$ cat src/hdl/psbf_pkg.sv
package psbf_pkg;

  localparam int unsigned Depth = 32;
  localparam int unsigned IdxW  = $clog2(Depth);
  localparam int unsigned CntW  = $clog2(Depth + 1);
  localparam int unsigned QDepth = 2;
  localparam logic [11:0] MinLen = 12'd20;
  localparam logic [1:0]  TypeCtrl = 2'h1;
  localparam logic [3:0]  SubBar = 4'h8;
  localparam logic [23:0] CountMax = 24'hFFFFFF;
  localparam logic [15:0] BucketMax = 16'hFFFF;
  localparam logic [47:0] BcastAddr = 48'hFFFF_FFFF_FFFF;
  localparam logic [9:0]  FloodRateRst = 10'd12;

  typedef enum logic [1:0] {
    OP_FRAME = 2'd0,
    OP_DROP  = 2'd1,
    OP_TICK  = 2'd2
  } op_e;

  typedef enum logic [2:0] {
    KIND_DROP  = 3'd0,
    KIND_UPD   = 3'd1,
    KIND_NEW   = 3'd2,
    KIND_EVICT = 3'd3,
    KIND_FLOOD = 3'd4,
    KIND_SUM   = 3'd5
  } kind_e;

  typedef struct packed {
    op_e         op;
    logic [47:0] xmit_addr;
    logic        bcast;
    logic [11:0] ssn;
    logic [3:0]  channel;
    logic [31:0] now_ms;
  } cmd_t;

  typedef struct packed {
    logic [47:0] addr;
    logic        bcast;
    logic [11:0] last_ssn;
    logic [10:0] max_jump;
    logic [3:0]  channel;
    logic [23:0] count;
    logic [15:0] bucket;
    logic [15:0] rate;
    logic [31:0] last_seen;
    logic [31:0] age_rank;
  } entry_t;

  typedef struct packed {
    kind_e       kind;
    logic [4:0]  slot;
    logic [47:0] xmit_addr;
    logic [23:0] frame_count;
    logic [15:0] rate_value;
    logic [10:0] ssn_max_jump;
    logic [3:0]  chan;
    logic        bcast_seen;
    logic [5:0]  flood_total;
    logic [5:0]  used_entries;
    logic        last_item;
  } res_t;

  typedef struct packed {
    logic [CntW-1:0] used;
    logic [CntW-1:0] flags;
  } status_t;

endpackage

$ cat src/hdl/psbf_front.sv
module psbf_front (
  input  logic            clk_i,
  input  logic            rst_ni,
  input  logic            in_valid_i,
  output logic            in_ready_o,
  input  logic            func_i,
  input  logic            pkt_is_ctrl_i,
  input  logic [11:0]     frame_len_i,
  input  logic [7:0]      frame_ctl0_i,
  input  logic [47:0]     recv_addr_i,
  input  logic [47:0]     xmit_addr_i,
  input  logic [15:0]     seq_ctrl_i,
  input  logic [3:0]      channel_i,
  input  logic [31:0]     now_ms_i,
  output logic            q_valid_o,
  output psbf_pkg::cmd_t  q_data_o,
  input  logic            q_pop_i
);
  import psbf_pkg::*;

  cmd_t       q_mem [QDepth];
  logic       wr_ptr_q, rd_ptr_q;
  logic [1:0] cnt_q;
  cmd_t       cmd;
  logic       push, keep;

  assign keep = pkt_is_ctrl_i && (frame_len_i >= MinLen) &&
                (frame_ctl0_i[3:2] == TypeCtrl) && (frame_ctl0_i[7:4] == SubBar);

  always_comb begin
    cmd.op        = func_i ? OP_TICK : (keep ? OP_FRAME : OP_DROP);
    cmd.xmit_addr = xmit_addr_i;
    cmd.bcast     = (recv_addr_i == BcastAddr);
    cmd.ssn       = seq_ctrl_i[15:4];
    cmd.channel   = channel_i;
    cmd.now_ms    = now_ms_i;
  end

  assign in_ready_o = (cnt_q != 2'(QDepth));
  assign push       = in_valid_i && in_ready_o;
  assign q_valid_o  = (cnt_q != 2'd0);
  assign q_data_o   = q_mem[rd_ptr_q];

  always_ff @(posedge clk_i) begin
    if (push) q_mem[wr_ptr_q] <= cmd;
  end

  always_ff @(posedge clk_i or negedge rst_ni) begin
    if (!rst_ni) begin
      wr_ptr_q <= 1'b0;
      rd_ptr_q <= 1'b0;
      cnt_q    <= 2'd0;
    end else begin
      if (push) wr_ptr_q <= ~wr_ptr_q;
      if (q_pop_i) rd_ptr_q <= ~rd_ptr_q;
      cnt_q <= cnt_q + 2'(push) - 2'(q_pop_i);
    end
  end

endmodule

$ cat config.mk
export PLATFORM = sky130hd
export DESIGN_NAME = psbf_front
export DESIGN_NICKNAME = d
export VERILOG_FILES = /design/src/hdl/psbf_pkg.sv /design/src/hdl/psbf_front.sv
export SDC_FILE = /design/constraint.sdc
export NUM_CORES = 1
export LEC_CHECK = 0
export ABC_AREA = 0
export BUFFER_PORTS_ARGS = -buffer_cell sky130_fd_sc_hd__buf_2
export CORE_MARGIN = 2
export CORE_UTILIZATION = 42
export CTS_CLUSTER_SIZE = 14
export DETAILED_ROUTE_END_ITERATION = 8
export PLACE_DENSITY_LB_ADDON = 0.15
export SYNTH_ARGS = -nofsm -noshare
export SYNTH_HDL_FRONTEND = slang
export SYNTH_SLANG_ARGS = --single-unit
$ cat constraint.sdc
create_clock -name clk_i -period 4.7 [get_ports clk_i]
set_input_delay 0 -clock clk_i [delete_from_list [all_inputs] [get_ports clk_i]]
set_output_delay 0 -clock clk_i [all_outputs]
set_load 0.02 [all_outputs]
==> results_dict.tcl <==
set metrics [dict create \
    post_drt_wl_per_cell_um 16.9 \
    layout.nets 912 \
    slew_headroom_pct 25.8 \
    syn_area_per_cell_um2 22.9 \
    rsz0062_at_grt "false" \
    hold_slack_ns 0.0432 \
    reg2regPathDepth 3 \
    crit_chain "buf_12 -> mux2_4 -> buf_2" \
    dpl_worst_slack_ns 2.36 \
    vias 4600 \
    grt_pass1_vias 5028 \
    worst_slew_pin_slew_ns 1.11 \
    slowest_delay_ns 1.00 \
    cp_num_cells 3 \
    whs_path_depth 4 \
    worstSetupEndpointType "output pin" \
    p_leak_nw 4.61 \
    dr.first_iter.drc_count 185 \
    synth.distinct_cells 21 \
    dieHeight_um 142 \
    hold_class "primary input to flip-flop" \
    crit_buf_inv 2 \
    clock-sinks 202 \
    die_w_um 142 \
    cts_max_level 1 \
    vias_per_cell 4.67 \
    min_period_over_period_pct 53.4 \
    synth_warnings 0 \
    rows 50 \
    area_growth_pct 40.3 \
    crit_path_start "rd_ptr_q" \
    syn_area_um2 7980 \
    io_pins 275 \
    route.detailed.drc 0 \
    start_kind "flip-flop" \
    cts_root_buf "clkbuf_16" \
    post-cts-setup-buffer-count 0 \
    drive_gt1_share_pct 53.5 \
    synth_cells 348 \
    worst_path_max_delay_cell "dfrtp_4" \
    drv_slew 0 \
    core_um2 18600 \
    setup_tns_ns 0 \
    cts_made_buffers 22 \
    initial_core_util_pct 42.8 \
    synth-seq-cells 202 \
    cap_violations 0 \
    dp_cells 842 \
    antenna_found_initial 2 \
    path_clk_slew_ns 0.06 \
    fin_cells 986 \
    postLayoutCoreUtil_pct 60.0 \
    finalWorstSetupSlack_ns 2.19 \
    grt_max_degree 78 \
    rr_endpoint "q_mem[1][98]" \
    ant_nets 0 \
    clock_path_buffers 3 \
    grt-ovfl-total 0 \
    grt.total_usage_pct 15.9 \
    crit_end "q_data_o[60]" \
    p_per_area_nw_per_um2 588 \
    crit_family "flip-flops" \
    seq_area_frac_synth_pct 75.8 \
    fmax_mhz 398 \
    path_max_fanout 55 \
    status "finished, final reports clean" \
    fillerInstances 1423 \
    hold_viol 0 \
    grt_pass1_wl_um 24800 \
    ir_drop_mv 0.350 \
    cts_tree "done" \
    synth_nets 524 \
    reg2reg_from "cnt_q[1]" \
    port_buffers 266 \
    dpl.hpwl_um 11000 \
    clk_latency_ns 0.49 \
    first_pass_iters 4 \
    critPathArrivalTime_ns 2.51 \
    cts_resized 0 \
    holdBufCountCts 104 \
    setup_violations 0 \
    clock_skew_ns 0.00731 \
    period_minus_slack_ns 2.51 \
    required_ns 4.70 \
    totalWireLength_um 16700 \
    worstSetupPathType "flip-flop to output pin" \
    die_area_um2 20100 \
    gp_congestion 0.800 \
    r2r_slack_ns 2.43 \
]
==> worst register-to-register path: cells and delay by family, from the launching register on <==
kind | cells | cell delay [ns]
flops | 1 | 0.40
simple gates | 2 | 1.06
buf+inv | 1 | 0.48
==> Yosys cell counts <==
cell type	count	share of area, %
nand4_1	12	0.94
edfxtp_1	198	75
nand2_1	2	0.094
buf_6	1	0.14
xnor2_1	3	0.33
dfrtp_1	4	1.3
nor3b_1	1	0.094
o21ai_0	1	0.063
ha_1	2	0.31
nor3_1	2	0.13
nand2b_1	1	0.078
or2_2	1	0.078
nor4_1	4	0.31
inv_1	1	0.047
mux2_4	99	19
nor2_1	1	0.047
a31oi_1	1	0.078
nand3_1	1	0.063
and3_1	2	0.16
buf_12	10	2.5
xor2_1	1	0.11
==> logic make-up (layout without fill, tap and decap cells) <==
logic type | Yosys count | in the layout | share of synthesized area [%]
muxes | 99 | 99 | 18.6
buffers and inverters | 12 | 414 | 2.70
other | 0 | 2 | 0
adders and majority gates | 2 | 2 | 0.314
AOI/OAI and AO/OA | 2 | 2 | 0.141
and+or+nand+nor | 27 | 27 | 1.99
DFF | 202 | 202 | 75.8
xor gates and xnor gates | 4 | 4 | 0.439
==> how the worst min path moves through the flow <==
stage,start,end,slack [ns]
floorplan,rst_ni,cnt_q[0],-0.30
global placement,rst_ni,wr_ptr_q,-0.19
detailed placement,rst_ni,wr_ptr_q,-0.19
CTS,recv_addr_i[24],q_mem[1][48],0.02
global route,recv_addr_i[24],q_mem[1][48],0.05
finish,recv_addr_i[43],q_mem[1][48],0.04
==> through the flow <==
stage          instance area [um^2]  total power [mW]
6_report                      11200              6.58
5_1_grt                       11200              6.87
4_1_cts                       11200              6.68
3_5_place_dp                   9460              4.96
3_3_place_gp                   9460              4.92
2_1_floorplan                  7980              4.46
==> cells in the final DEF (no fill, tap or decap), types with 2 or more instances in the layout <==
cell type,count
ha_1,2
edfxtp_1,198
clkbuf_16,23
nor4_1,4
nand4_1,12
clkbuf_1,4
xnor2_1,3
nand2_1,2
buf_4,4
mux2_4,99
clkinv_1,7
nor3_1,2
bufinv_16,2
dlygate4sd3_1,104
buf_2,266
dfrtp_1,3
diode_2,2
==> layer usage <==
layer	vias up	GRT usage, %	share of wire (%)
met5	-	0	0
met2	202	30.4	52
met3	27	4.42	7.9
met1	2193	16.8	37
met4	0	5.11	2.4
li1	2178	-	-
==> flip-flops by register name (all words and copies together), names as in the netlist <==
| register | cells |
|---|---|
| cnt_q | 2 |
| q_mem | 198 |
| rd_ptr_q | 1 |
| wr_ptr_q | 1 |
==> report_power, final <==
group          internal, mW  switching (mW)  total (mW)
Clock                 0.995           0.642        1.64
Combinational          1.07            1.20        2.27
Sequential             2.47           0.207        2.67
Total                  4.53            2.05        6.58
==> final cells by class <==
class / instances / area [um^2] / area share, %
repair buffers: 375 / 2420 / 21.6
well taps: 234 / 293 / 2.62
clock buffers: 27 / 591 / 5.28
flip-flops and latches: 202 / 6050 / 54.0
multi-input cells: 134 / 1730 / 15.4
clock inverters: 11 / 100 / 0.894
inverters: 1 / 3.75 / 0.0335
diodes: 2 / 5.00 / 0.0447
No activity file was read; power rests on OpenSTA's default activity.
